--- config.mk ---
export PLATFORM = sky130hd
export DESIGN_NAME = double_ended_stack_allocator
export DESIGN_NICKNAME = d
export VERILOG_FILES = /design/src/hw/rtl/dsa_pkg.sv /design/src/hw/rtl/dsa_rem.sv /design/src/hw/rtl/dsa_dp.sv /design/src/hw/rtl/dsa_ctrl.sv /design/src/hw/rtl/double_ended_stack_allocator.sv
export SDC_FILE = /design/constraint.sdc
export NUM_CORES = 2
export LEC_CHECK = 0
export BUFFER_PORTS_ARGS = -buffer_cell sky130_fd_sc_hd__buf_2
export CORE_ASPECT_RATIO = 1.5
export CORE_MARGIN = 3
export CORE_UTILIZATION = 50
export DETAILED_ROUTE_END_ITERATION = 8
export GPL_ROUTABILITY_DRIVEN = 0
export PLACE_DENSITY = 0.76
export SLEW_MARGIN = 20
export SYNTH_ARGS = -nofsm -noshare
export SYNTH_HDL_FRONTEND = slang
export SYNTH_SLANG_ARGS = --single-unit
--- constraint.sdc ---
create_clock -name clock -period 11.74 [get_ports clock]
set_clock_uncertainty 0.15 [all_clocks]
set_input_delay 1.761 -clock clock [delete_from_list [all_inputs] [get_ports clock]]
set_output_delay 1.761 -clock clock [all_outputs]
set_load 0.005 [all_outputs]
--- src/hw/rtl/dsa_pkg.sv ---
// ----------------------------------------------------------------------------
// dsa_pkg
// Shared types, widths and codes for the double-ended stack allocator.
// ----------------------------------------------------------------------------
package dsa_pkg;

   localparam int ADDR_W   = 32;
   localparam int SIZE_W   = 21;
   localparam int KIND_W   = 3;
   localparam int STAT_W   = 2;
   localparam int CSR_IDX_W = 1;
   localparam int DIVD_W   = ADDR_W + 1;
   localparam int CNT_W    = $clog2(DIVD_W + 1);

   localparam logic [SIZE_W-1:0] REGION_RESET = SIZE_W'(1048576);

   localparam logic [KIND_W-1:0] KIND_ALLOC_FRONT = 3'd0;
   localparam logic [KIND_W-1:0] KIND_ALLOC_BACK  = 3'd1;
   localparam logic [KIND_W-1:0] KIND_FREE_FRONT  = 3'd2;
   localparam logic [KIND_W-1:0] KIND_FREE_BACK   = 3'd3;
   localparam logic [KIND_W-1:0] KIND_CLEAR_ALL   = 3'd4;
   localparam logic [KIND_W-1:0] KIND_CLEAR_FRONT = 3'd5;
   localparam logic [KIND_W-1:0] KIND_CLEAR_BACK  = 3'd6;

   localparam logic [STAT_W-1:0] STATUS_OK         = 2'd0;
   localparam logic [STAT_W-1:0] STATUS_NO_SPACE   = 2'd1;
   localparam logic [STAT_W-1:0] STATUS_BAD_MARKER = 2'd2;

   localparam logic [CSR_IDX_W-1:0] CSR_BASE_ADDRESS = 1'd0;
   localparam logic [CSR_IDX_W-1:0] CSR_REGION_SIZE  = 1'd1;

   typedef struct packed {
      logic [KIND_W-1:0] kind;
      logic [SIZE_W-1:0] size_bytes;
      logic [SIZE_W-1:0] alignment;
      logic [SIZE_W-1:0] marker;
   } req_type;

   typedef struct packed {
      logic [STAT_W-1:0] status;
      logic [ADDR_W-1:0] address;
      logic [SIZE_W-1:0] front_used;
      logic [SIZE_W-1:0] back_used;
      logic [SIZE_W-1:0] free_bytes;
   } rsp_type;

   typedef struct packed {
      logic load;
      logic prep;
      logic launch;
      logic exec;
   } dp_cmd_type;

   typedef struct packed {
      logic req_alloc;
      logic early_fail;
      logic div_busy;
   } dp_stat_type;

endpackage

--- src/hw/rtl/dsa_rem.sv ---
// ----------------------------------------------------------------------------
// dsa_rem
// Iterative restoring remainder unit, one dividend bit per cycle.
// ----------------------------------------------------------------------------
module dsa_rem (
   input  logic                       clock,
   input  logic                       reset,
   input  logic                       start,
   input  logic [dsa_pkg::DIVD_W-1:0] dividend,
   input  logic [dsa_pkg::SIZE_W-1:0] divisor,
   output logic                       busy,
   output logic [dsa_pkg::SIZE_W-1:0] remainder
);
   import dsa_pkg::*;

   logic [DIVD_W-1:0] quo_ff, quo_in;
   logic [SIZE_W-1:0] rem_ff, rem_in;
   logic [SIZE_W-1:0] div_ff;
   logic [CNT_W-1:0]  cnt_ff, cnt_in;
   logic              busy_ff, busy_in;
   logic [SIZE_W:0]   shifted;
   logic [SIZE_W+1:0] diff;

   assign shifted = {rem_ff, quo_ff[DIVD_W-1]};
   assign diff    = {1'b0, shifted} - {2'b00, div_ff};

   always_comb begin
      quo_in  = quo_ff;
      rem_in  = rem_ff;
      cnt_in  = cnt_ff;
      busy_in = busy_ff;
      if (start) begin
         quo_in  = dividend;
         rem_in  = '0;
         cnt_in  = CNT_W'(DIVD_W);
         busy_in = 1'b1;
      end else if (busy_ff) begin
         quo_in = {quo_ff[DIVD_W-2:0], 1'b0};
         rem_in = diff[SIZE_W+1] ? shifted[SIZE_W-1:0] : diff[SIZE_W-1:0];
         cnt_in = cnt_ff - CNT_W'(1);
         if (cnt_ff == CNT_W'(1)) begin
            busy_in = 1'b0;
         end
      end
   end

   always_ff @(posedge clock) begin
      quo_ff <= quo_in;
      rem_ff <= rem_in;
      if (start) begin
         div_ff <= divisor;
      end
      if (reset) begin
         cnt_ff  <= '0;
         busy_ff <= 1'b0;
      end else begin
         cnt_ff  <= cnt_in;
         busy_ff <= busy_in;
      end
   end

   assign busy      = busy_ff;
   assign remainder = rem_ff;

`ifndef ASSERT_OFF
   a_div_nonzero: assert property (@(posedge clock) disable iff (reset)
      busy_ff |-> div_ff != '0) else $error("zero divisor in remainder unit");
   a_rem_below_div: assert property (@(posedge clock) disable iff (reset)
      busy_ff |-> rem_ff < div_ff) else $error("partial remainder not reduced");
   a_cnt_live: assert property (@(posedge clock) disable iff (reset)
      busy_ff |-> cnt_ff != '0) else $error("busy with empty bit count");
`endif

endmodule

--- src/hw/rtl/dsa_dp.sv ---
// ----------------------------------------------------------------------------
// dsa_dp
// Datapath: config registers, markers, request latch, remainder unit and
// result register.
// ----------------------------------------------------------------------------
module dsa_dp (
   input  logic                          clock,
   input  logic                          reset,
   input  logic                          csr_wr_en,
   input  logic [dsa_pkg::CSR_IDX_W-1:0] csr_index,
   input  logic [dsa_pkg::ADDR_W-1:0]    csr_wdata,
   input  dsa_pkg::req_type              req_payload,
   input  dsa_pkg::dp_cmd_type           cmd,
   output dsa_pkg::dp_stat_type          stat,
   output dsa_pkg::rsp_type              rsp_payload
);
   import dsa_pkg::*;

   function automatic logic [SIZE_W-1:0] sat_sub(input logic [SIZE_W-1:0] a,
                                                 input logic [SIZE_W:0]   b);
      logic [SIZE_W-1:0] r;
      r = '0;
      if ({1'b0, a} > b) begin
         r = a - b[SIZE_W-1:0];
      end
      return r;
   endfunction

   logic [ADDR_W-1:0] base_ff;
   logic [SIZE_W-1:0] region_ff;
   logic [SIZE_W-1:0] front_ff, front_in;
   logic [SIZE_W-1:0] back_ff, back_in;

   logic [KIND_W-1:0] kind_ff;
   logic [SIZE_W-1:0] size_ff;
   logic [SIZE_W-1:0] align_ff;
   logic [SIZE_W-1:0] marker_ff;

   logic [DIVD_W-1:0] dividend_ff, dividend_in;
   logic [SIZE_W:0]   need_ff, need_in;
   logic [SIZE_W-1:0] limit_ff, limit_in;
   logic              fail_ff, fail_in;

   logic [SIZE_W-1:0] sat_front;
   logic [SIZE_W-1:0] sat_back;
   logic              div_busy;
   logic [SIZE_W-1:0] rem;
   logic [SIZE_W-1:0] pad;
   logic [SIZE_W-1:0] addend;
   logic [SIZE_W+1:0] total;
   logic              alloc_ok;
   logic [SIZE_W:0]   used_sum;
   rsp_type           rsp_ff, rsp_in;

   assign sat_front = sat_sub(region_ff, {1'b0, front_ff});
   assign sat_back  = sat_sub(region_ff, {1'b0, back_ff});

   // setup for the alignment remainder
   always_comb begin
      if (kind_ff == KIND_ALLOC_FRONT) begin
         dividend_in = {1'b0, base_ff} + DIVD_W'(front_ff);
         need_in     = {1'b0, front_ff} + {1'b0, size_ff};
         limit_in    = sat_back;
      end else begin
         dividend_in = {1'b0, base_ff} + DIVD_W'(region_ff) - DIVD_W'(back_ff)
                       - DIVD_W'(size_ff);
         need_in     = {1'b0, back_ff} + {1'b0, size_ff};
         limit_in    = sat_front;
      end
      fail_in = (kind_ff != KIND_ALLOC_FRONT) && (need_in > {1'b0, limit_in});
   end

   dsa_rem u_rem (
      .clock     (clock),
      .reset     (reset),
      .start     (cmd.launch),
      .dividend  (dividend_ff),
      .divisor   (align_ff),
      .busy      (div_busy),
      .remainder (rem)
   );

   assign pad      = (rem == '0) ? '0 : align_ff - rem;
   assign addend   = (kind_ff == KIND_ALLOC_FRONT) ? pad : rem;
   assign total    = {1'b0, need_ff} + {2'b00, addend};
   assign alloc_ok = !fail_ff && (total <= {2'b00, limit_ff});

   always_comb begin
      front_in       = front_ff;
      back_in        = back_ff;
      rsp_in.status  = STATUS_OK;
      rsp_in.address = '0;
      case (kind_ff)
         KIND_ALLOC_FRONT: begin
            if (alloc_ok) begin
               front_in       = total[SIZE_W-1:0];
               rsp_in.address = dividend_ff[ADDR_W-1:0] + ADDR_W'(pad);
            end else begin
               rsp_in.status = STATUS_NO_SPACE;
            end
         end
         KIND_ALLOC_BACK: begin
            if (alloc_ok) begin
               back_in        = total[SIZE_W-1:0];
               rsp_in.address = dividend_ff[ADDR_W-1:0] - ADDR_W'(rem);
            end else begin
               rsp_in.status = STATUS_NO_SPACE;
            end
         end
         KIND_FREE_FRONT: begin
            if (marker_ff <= sat_back) begin
               front_in = marker_ff;
            end else begin
               rsp_in.status = STATUS_BAD_MARKER;
            end
         end
         KIND_FREE_BACK: begin
            if (marker_ff <= sat_front) begin
               back_in = marker_ff;
            end else begin
               rsp_in.status = STATUS_BAD_MARKER;
            end
         end
         KIND_CLEAR_ALL: begin
            front_in = '0;
            back_in  = '0;
         end
         KIND_CLEAR_FRONT: begin
            front_in = '0;
         end
         KIND_CLEAR_BACK: begin
            back_in = '0;
         end
         default: begin
         end
      endcase
      used_sum          = {1'b0, front_in} + {1'b0, back_in};
      rsp_in.front_used = front_in;
      rsp_in.back_used  = back_in;
      rsp_in.free_bytes = sat_sub(region_ff, used_sum);
   end

   always_ff @(posedge clock) begin
      if (cmd.load) begin
         kind_ff   <= req_payload.kind;
         size_ff   <= req_payload.size_bytes;
         align_ff  <= (req_payload.alignment == '0) ? SIZE_W'(1) : req_payload.alignment;
         marker_ff <= req_payload.marker;
      end
      if (cmd.prep) begin
         dividend_ff <= dividend_in;
         need_ff     <= need_in;
         limit_ff    <= limit_in;
         fail_ff     <= fail_in;
      end
      if (cmd.exec) begin
         rsp_ff <= rsp_in;
      end
      if (reset) begin
         base_ff   <= '0;
         region_ff <= REGION_RESET;
         front_ff  <= '0;
         back_ff   <= '0;
      end else begin
         if (csr_wr_en && csr_index == CSR_BASE_ADDRESS) begin
            base_ff <= csr_wdata;
         end
         if (csr_wr_en && csr_index == CSR_REGION_SIZE) begin
            region_ff <= csr_wdata[SIZE_W-1:0];
         end
         if (cmd.exec) begin
            front_ff <= front_in;
            back_ff  <= back_in;
         end
      end
   end

   assign stat.req_alloc  = (req_payload.kind == KIND_ALLOC_FRONT) ||
                            (req_payload.kind == KIND_ALLOC_BACK);
   assign stat.early_fail = fail_ff;
   assign stat.div_busy   = div_busy;
   assign rsp_payload     = rsp_ff;

`ifndef ASSERT_OFF
   a_front_fits: assert property (@(posedge clock) disable iff (reset)
      cmd.exec && kind_ff == KIND_ALLOC_FRONT && alloc_ok
      |-> front_in <= sat_back)
      else $error("front allocation overlaps back end");
   a_back_fits: assert property (@(posedge clock) disable iff (reset)
      cmd.exec && kind_ff == KIND_ALLOC_BACK && alloc_ok
      |-> back_in <= sat_front)
      else $error("back allocation overlaps front end");
   a_exec_div_idle: assert property (@(posedge clock) disable iff (reset)
      cmd.exec |-> !div_busy) else $error("result taken while remainder busy");
`endif

endmodule

--- src/hw/rtl/dsa_ctrl.sv ---
// ----------------------------------------------------------------------------
// dsa_ctrl
// Controller: sequences one request through setup, remainder and update as
// its kind needs, and owns the result valid flag.
// ----------------------------------------------------------------------------
module dsa_ctrl (
   input  logic                   clock,
   input  logic                   reset,
   input  logic                   req_valid,
   output logic                   req_stall,
   output logic                   rsp_valid,
   input  logic                   rsp_stall,
   input  dsa_pkg::dp_stat_type   stat,
   output dsa_pkg::dp_cmd_type    cmd
);
   import dsa_pkg::*;

   typedef enum logic [4:0] {
      ST_IDLE   = 5'b00001,
      ST_PREP   = 5'b00010,
      ST_LAUNCH = 5'b00100,
      ST_DIV    = 5'b01000,
      ST_EXEC   = 5'b10000
   } state_type;

   state_type state_ff, state_in;
   logic      rsp_valid_ff, rsp_valid_in;
   logic      rsp_free;

   assign rsp_free = !rsp_valid_ff || !rsp_stall;

   always_comb begin
      state_in = state_ff;
      cmd      = '0;
      case (state_ff)
         ST_IDLE: begin
            if (req_valid) begin
               cmd.load = 1'b1;
               state_in = stat.req_alloc ? ST_PREP : ST_EXEC;
            end
         end
         ST_PREP: begin
            cmd.prep = 1'b1;
            state_in = ST_LAUNCH;
         end
         ST_LAUNCH: begin
            if (stat.early_fail) begin
               state_in = ST_EXEC;
            end else begin
               cmd.launch = 1'b1;
               state_in   = ST_DIV;
            end
         end
         ST_DIV: begin
            if (!stat.div_busy) begin
               state_in = ST_EXEC;
            end
         end
         ST_EXEC: begin
            if (rsp_free) begin
               cmd.exec = 1'b1;
               state_in = ST_IDLE;
            end
         end
         default: begin
            state_in = ST_IDLE;
         end
      endcase
      rsp_valid_in = cmd.exec || (rsp_valid_ff && rsp_stall);
   end

   always_ff @(posedge clock) begin
      if (reset) begin
         state_ff     <= ST_IDLE;
         rsp_valid_ff <= 1'b0;
      end else begin
         state_ff     <= state_in;
         rsp_valid_ff <= rsp_valid_in;
      end
   end

   assign req_stall = (state_ff != ST_IDLE);
   assign rsp_valid = rsp_valid_ff;

`ifndef ASSERT_OFF
   a_no_overwrite: assert property (@(posedge clock) disable iff (reset)
      cmd.exec |-> !(rsp_valid_ff && rsp_stall))
      else $error("pending result overwritten");
   a_launch_busy: assert property (@(posedge clock) disable iff (reset)
      cmd.launch |=> stat.div_busy) else $error("remainder unit did not start");
   a_div_to_exec: assert property (@(posedge clock) disable iff (reset)
      state_ff == ST_DIV && !stat.div_busy |=> state_ff == ST_EXEC)
      else $error("missed remainder completion");
`endif

endmodule

--- src/hw/rtl/double_ended_stack_allocator.sv ---
// ----------------------------------------------------------------------------
// double_ended_stack_allocator
// Two-ended byte allocator over one region with aligned allocations.
// ----------------------------------------------------------------------------
// Channel   Direction  Handshake             Payload
// req       in         req_valid/req_stall   dsa_pkg::req_type
// rsp       out        rsp_valid/rsp_stall   dsa_pkg::rsp_type
// csr       in         csr_wr_en             csr_index, csr_wdata
//
// Allocations register their result after setup, launch, the bit-serial
// alignment remainder over all 33 dividend bits, a step to see it idle, and
// update; the next request is taken in the cycle after the update. Back
// allocations that do not fit skip the remainder. Frees, clears and unused
// kinds go straight to update. Update waits while a held result is stalled.
// One request at a time; a new request is taken while a result waits.
// Reset is synchronous; markers clear and region_size returns to 1 MiB.
// ----------------------------------------------------------------------------
module double_ended_stack_allocator (
   input  logic                          clock,
   input  logic                          reset,
   input  logic                          req_valid,
   output logic                          req_stall,
   input  dsa_pkg::req_type              req_payload,
   output logic                          rsp_valid,
   input  logic                          rsp_stall,
   output dsa_pkg::rsp_type              rsp_payload,
   input  logic                          csr_wr_en,
   input  logic [dsa_pkg::CSR_IDX_W-1:0] csr_index,
   input  logic [dsa_pkg::ADDR_W-1:0]    csr_wdata
);
   import dsa_pkg::*;

   dp_cmd_type  cmd;
   dp_stat_type stat;

   dsa_ctrl u_ctrl (
      .clock     (clock),
      .reset     (reset),
      .req_valid (req_valid),
      .req_stall (req_stall),
      .rsp_valid (rsp_valid),
      .rsp_stall (rsp_stall),
      .stat      (stat),
      .cmd       (cmd)
   );

   dsa_dp u_dp (
      .clock       (clock),
      .reset       (reset),
      .csr_wr_en   (csr_wr_en),
      .csr_index   (csr_index),
      .csr_wdata   (csr_wdata),
      .req_payload (req_payload),
      .cmd         (cmd),
      .stat        (stat),
      .rsp_payload (rsp_payload)
   );

endmodule
=== Word-level counts from Yosys, hierarchy flattened ===
Cells that the tools add are included.

* Register bits after elaboration: 423
* Bits of input ports: 104
* Output and inout bits: 99
* Logic and storage cells: 129

* Add/sub/neg operators: 16
* $lt $le $gt $ge: 7
* Equality and inequality tests: 17
* Mux-type cells: 41
* Bitwise logic cells: 1
* Reduce and logical (&&, ||, !) cells: 22

{| class="wikitable"
|+ Operators with widths
! cell !! number
|-
| 21-bit two-way mux || 10
|-
| 21-bit one-hot mux with 3 select lines || 2
|-
| 33-bit two-way mux || 3
|-
| 21-bit subtractor || 4
|-
| 21-bit by 21-bit adder with 22-bit output || 3
|-
| 32-bit by 21-bit adder with 33-bit output || 2
|-
| 33-bit by 21-bit subtractor with 33-bit output || 2
|-
| 32-bit two-way mux || 2
|-
| 32-bit one-hot mux with 2 select lines || 1
|-
| 21-bit greater-than comparator || 2
|-
| 21-bit <= comparator || 2
|-
| 21-bit zero test || 2
|-
| 32-bit by 21-bit adder with 32-bit output || 1
|-
| 32-bit by 21-bit subtractor with 32-bit output || 1
|-
| 5-bit two-way mux || 5
|-
| 5-bit one-hot mux with 5 select lines || 1
|-
| 22-bit by 21-bit adder with 23-bit output || 1
|-
| 23-bit by 21-bit <= comparator with 1-bit output || 1
|-
| 22-bit by 21-bit subtractor with 23-bit output || 1
|-
| 21-bit by 22-bit greater-than comparator with 1-bit output || 1
|-
| 22-bit by 21-bit greater-than comparator with 1-bit output || 1
|-
| 22-bit two-way mux || 1
|-
| 6-bit two-way mux || 2
|-
| 1-bit two-way mux || 11
|-
| 24 further kinds || 42
|}

=== Depth between registers and ports, before layout ===
* Depth in word-level cells: 10
* Gate-level depth with buffers: 54
* Mapped depth without buffers: 53

=== Cells and area by module ===
A second synthesis with hierarchy kept.

* Cell total of the unflattened synthesis: 3584
* Area total of the unflattened synthesis: 33114.3 µm²

{| class="wikitable"
|+ By module, submodules not included
! module !! instances !! cells each !! area each (µm²) !! seq. area each (µm²)
|-
| dsa_dp || 1 || 3083 || 28014.4 || 9108.7
|-
| dsa_rem || 1 || 459 || 4718.3 || 2182.1
|-
| dsa_ctrl || 1 || 42 || 381.6 || 120.1
|}

=== Least setup slack after synthesis ===
No wires, ideal clock.

* Path kind: register to register
* Start: register u_dp.u_rem.rem_ff[1] (netlist: u_dp.u_rem.remainder[1])
* End: register u_dp.rsp_ff (netlist bit u_dp.rsp_payload[4]) (data pin)
* Setup time: 0.160 ns
* Arrival time: 9.460 ns
* Required time: 11.430 ns
* Slack: 1.971 ns
* Cell stages (with the launch flop): 54
* Path buffers: 3
* Period minus slack after synthesis: 9.769 ns
* Path through: dfxtp_1 inv_1 ha_1 nor2b_1 o21ai_0 a21boi_0 o21ai_0 and2_1 o21ai_0 a21o_1 a31oi_1 xnor2_1 a31o_2 ha_1 clkbuf_1 nand2_1 or2_2 nand2_1 [... 18 more ...] a21oi_1 o21bai_1 o31ai_1 o211a_1 nor2_1 a21oi_1 inv_1 a21oi_1 xor2_1 ha_1 nand3_1 o31ai_1 a21oi_1 nor2b_1 nor2_1 a221oi_1 clkbuf_1 nor3b_1

* Cells in the longest elaborated chain, start to end: 10
* Elaborated cells between the ends (all ways): 14
* Those cells by class: add/sub: 4; order compare: 2; mux: 6; reduce/logical: 2

{| class="wikitable"
|+ Ends and longest elaborated chain
! element !! RTL line !! text
|-
| start, declared || dsa_rem.sv:17 || <nowiki>logic [SIZE_W-1:0] rem_ff, rem_in;</nowiki>
|-
| start signal, assigned || dsa_rem.sv:49 || <nowiki>rem_ff <= rem_in;</nowiki>
|-
| 21-bit subtractor / 21-bit zero test (equally long branches) || dsa_dp.sv:83 || <nowiki>assign pad = (rem == '0) ? '0 : align_ff - rem;</nowiki>
|-
| 21-bit two-way mux || dsa_dp.sv:83 ||
|-
| 21-bit two-way mux * || dsa_dp.sv:84 || <nowiki>assign addend = (kind_ff == KIND_ALLOC_FRONT) ? pad : rem;</nowiki>
|-
| 22-bit by 21-bit adder with 23-bit output * || dsa_dp.sv:85 || <nowiki>assign total = {1'b0, need_ff} + {2'b00, addend};</nowiki>
|-
| 23-bit by 21-bit <= comparator with 1-bit output || dsa_dp.sv:86 || <nowiki>assign alloc_ok = !fail_ff && (total <= {2'b00, limit_ff});</nowiki>
|-
| 1-bit logical AND || dsa_dp.sv:86 ||
|-
| 21-bit two-way mux * || dsa_dp.sv:95 || <nowiki>if (alloc_ok) begin</nowiki>
|-
| 21-bit one-hot mux with 3 select lines * || dsa_dp.sv:93 || <nowiki>case (kind_ff)</nowiki>
|-
| via u_dp.front_in[0] || dsa_dp.sv:31 || <nowiki>logic [SIZE_W-1:0] front_ff, front_in;</nowiki>
|-
| 21-bit by 21-bit adder with 22-bit output * || dsa_dp.sv:137 || <nowiki>used_sum = {1'b0, front_in} + {1'b0, back_in};</nowiki>
|-
| 21-bit subtractor / 21-bit by 22-bit greater-than comparator with 1-bit output (equally long branches) || dsa_dp.sv:24, dsa_dp.sv:23 ||
|-
| end signal, assigned || dsa_dp.sv:157 || <nowiki>rsp_ff <= rsp_in;</nowiki>
|-
| end, declared || dsa_dp.sv:53 || <nowiki>rsp_type rsp_ff, rsp_in;</nowiki>
|}

The timed path passes the listed nets; every way through them passes the cells marked *.
A chain may end at the register's enable or synchronous reset.

=== Final worst setup path ===
* Start: register u_dp.u_rem.rem_ff[1] (netlist: u_dp.u_rem.remainder[1])
* End: register u_dp.rsp_ff (netlist bit u_dp.rsp_payload[4]) (data pin)

* Cells in the longest elaborated chain, start to end: 10
* Elaborated cells between the ends (all ways): 14
* Those cells by class: add/sub: 4; order compare: 2; mux: 6; reduce/logical: 2

{| class="wikitable"
|+ Ends and longest elaborated chain
! element !! RTL line !! text
|-
| 21-bit subtractor / 21-bit zero test (equally long branches) || dsa_dp.sv:83 ||
|-
| 21-bit two-way mux || dsa_dp.sv:83 ||
|-
| 21-bit two-way mux * || dsa_dp.sv:84 ||
|-
| 22-bit by 21-bit adder with 23-bit output * || dsa_dp.sv:85 ||
|-
| 23-bit by 21-bit <= comparator with 1-bit output || dsa_dp.sv:86 ||
|-
| 1-bit logical AND || dsa_dp.sv:86 ||
|-
| 21-bit two-way mux * || dsa_dp.sv:103 || <nowiki>if (alloc_ok) begin</nowiki>
|-
| 21-bit one-hot mux with 3 select lines * || dsa_dp.sv:93 ||
|-
| via u_dp.back_in[0] || dsa_dp.sv:32 || <nowiki>logic [SIZE_W-1:0] back_ff, back_in;</nowiki>
|-
| 21-bit by 21-bit adder with 22-bit output * || dsa_dp.sv:137 ||
|-
| 21-bit subtractor / 21-bit by 22-bit greater-than comparator with 1-bit output (equally long branches) || dsa_dp.sv:24, dsa_dp.sv:23 ||
|}

Marked as above.

==> impl_results.md <==
- Status: complete, no violations
- Number of global-route vias before repair: about 29,000
- Hold crit path type: reg -> reg
- Port buffer count: 202
- N_diodes: 0
- CTS-repair resized insts: 0
- Final core occ: 0.563
- Cells after synthesis: approximately 3,700
- Clock-pin slew on the worst setup and hold paths: around 60 ps
- Worst setup SP type: flop
- Aggregate global-route resource usage: 0.334
- CP arrival: 11,430 ps
- Asr flop ratio synth: 0
- Synthesized area: between 0.03 and 0.04 mm^2
- Placed Area: between 0.03 and 0.04 mm^2
- Hold Worst Slack: approximately 300 ps
- Residual DRC: 0
- Relative slew slack: 0.252
- Area grow syn2layout: 11.0%
- Library cells used by synthesis: between 80 and 90
- Critical path capture point type: flop
- Worst vdd ir: ~0.12 mV
- P_leak: between 15 and 20 nW
- P per Cell Area: approximately 150 mW/mm^2
- Clk_lat worst skew: roughly 640 ps
- Top post-synthesis cells by count: 487 x nand2_1, 361 x ha_1, 326 x a21oi_1
- Clock Tree Root: clkbuf_16
- Vias/cell: roughly 6.3
- Drt pass-1 iters: 6
- Register area share after synthesis: 0.348
- Slowest cell on crit path: fa_1
- Maxcap violations: 0
- H-tree levels: 2
- Number of fill cells in the layout: ~5,900
- DIE WIDTH: approximately 220 um
- Post-route ant nets: 0
- Core area: ~0.065 mm^2
- Die area: slightly below 0.07 mm^2
- Synthesized flop and latch total: roughly 420
- Setup Fix Bufs, Post-CTS: 0
- Largest net degree at the start of global routing: 83
- Cell mode on critical path: a21oi_1
- CTS Hold Bufs: 0
- Total grt overflow: 0
- Synth top area cells: edfxtp_1 27%, ha_1 14%, dfxtp_1 7.9%
- Vias: approximately 30,000
- Commonest register cell after synthesis: edfxtp_1
- Layout cells sized above 1: 0.102
- Largest area contributor in the netlist: edfxtp_1
- Final #Nets: 4,391
- DRT iter0 DRCs: 2,963
- Fin. max-slew vios: 0
- Fmax: approximately 90 MHz
- CTS max path bufs: 3
- Syn Area/Cell: 8.89 um^2
- Final wirelength: between 100 and 150 mm
- Critical Path RT: between 10,000 and 15,000 ps
- # setup viols final: 0
- Post-synth top area share: 0.269
- Die Ht: about 320 um
- Worst slew pin tran: around 1100 ps
- Final Hold Viols: 0
- Initial antenna violation count: 1
- Initial Util: 0.507
- Most common cell in the netlist: nand2_1
- Post-synth EDFFs: approximately 290
- Post-DP HPWL: between 90 and 100 mm
- Max incr delay on CP: between 400 and 500 ps
- First-pass GRT wire length: around 170 mm
- Final period util: 0.948
- Final Critical Period: 11,130 ps
- Crit Path Category: reg -> reg
- Ys Warns: 0
- Clk sinks: around 420
- Post-synthesis net count: between 4,000 and 5,000
- Num ports: ~200
- Wire per inst: roughly 25 um
- Design Area, Final: 0.0364 mm^2
- Cts bufs inserted: 45
- Crit-path max FO: 19
- Clock tree from TritonCTS: yes
- Row cnt: approximately 110
## state kept, by name, indices dropped and copies added, names as in the netlist, 22 cells and up
signal	count
u_dp.base_ff	32
u_dp.need_ff	22
u_dp.rsp_payload	97
u_dp.dividend_ff	33
u_dp.u_rem.quo_ff	33
## cell families after synthesis
logic type | share of synthesized area
xor+xnor | 0.0573
flops | 0.348
fa+ha+maj | 0.170
buf+inv | 0.0453
compound gates | 0.218
simple gates | 0.157
mux | 0.00480
## layout by cell type, fill, tap and decap left out, types with 14 or more instances in the layout
cell / instances
edfxtp_1: 294
and2_1: 38
inv_1: 252
nand2_1: 486
a31oi_1: 39
clkbuf_16: 47
a21oi_1: 325
fa_1: 53
nand2b_1: 48
o21bai_1: 46
or3_1: 20
xnor2_1: 134
a221oi_1: 15
a21o_1: 100
o21ai_0: 226
buf_2: 202
xor2_1: 78
nand3_1: 75
o21a_1: 56
nor2_1: 216
o22ai_1: 16
buf_4: 67
o31ai_1: 15
ha_1: 361
a22o_1: 14
o211ai_1: 25
dfxtp_1: 128
nor3_1: 68
a211oi_1: 33
nor2b_1: 44
and3_1: 26
nand4_1: 36
nor4_1: 16
a22oi_1: 53
## metal layers
layer	vias to the layer above	global-route usage	part of all wire
met3	557	0.0770	0.091
met1	14000	0.354	0.34
met4	2	0.330	0.13
li1	13800	-	-
met2	1608	0.540	0.45
met5	-	0	0.00013
## critical path, delay by kind of cell, from the launching register on
kind	cells	cell delay (ps)
adder cells (fa/ha/maj)	6	2040
XOR/XNOR	3	420
AND/OR/NAND/NOR	13	1990
buffers and inverters	4	670
flip-flops	1	400
AO/OA/AOI/OAI	26	5280
## power breakdown
group,total [W],internal [W],switching [W],leakage (nW)
sequential,0.00175,0.00168,0.0000674,3.76
combinational,0.00217,0.000848,0.00132,11.0
clock,0.00142,0.000771,0.000650,0.700
total,0.00534,0.00330,0.00203,15.4
## through the flow
step / std cells / setup slack (ps) / setup TNS [ps] / power (W)
detailed placement: 4695 / 493 / 0 / 0.00386
global route: 4780 / -19.6 / -19.6 / 0.00561
CTS: 4779 / 431 / 0 / 0.00528
finish: 4780 / 613 / 0 / 0.00534
floorplan: 3692 / 1970 / 0 / 0.00328
global placement: 4695 / 774 / 0 / 0.00383
## cell type report
class                      count  area (um^2)  share of cell area
clock buffer                  64         1280              0.0352
tap                          870         1090              0.0299
multi-input combinational   2879        20000               0.549
timing repair buffer         270         1540              0.0423
clock inverter                20          150             0.00412
sequential                   423        11400               0.313
inverter                     254          956              0.0262
## worst paths after layout
| check | from | to | slack (ps) | cells after the start |
|---|---|---|---|---|
| max | u_dp.u_rem.remainder[1] | u_dp.rsp_payload[4] | 610 | 52 |
| min | u_dp.align_ff[0] | u_dp.u_rem.div_ff[0] | 310 | 0 |
| max reg2reg | u_dp.u_rem.remainder[1] | u_dp.rsp_payload[4] | 610 | 52 |
| min reg2reg | u_dp.align_ff[0] | u_dp.u_rem.div_ff[0] | 310 | 0 |
(Power assumes the default switching activity.)
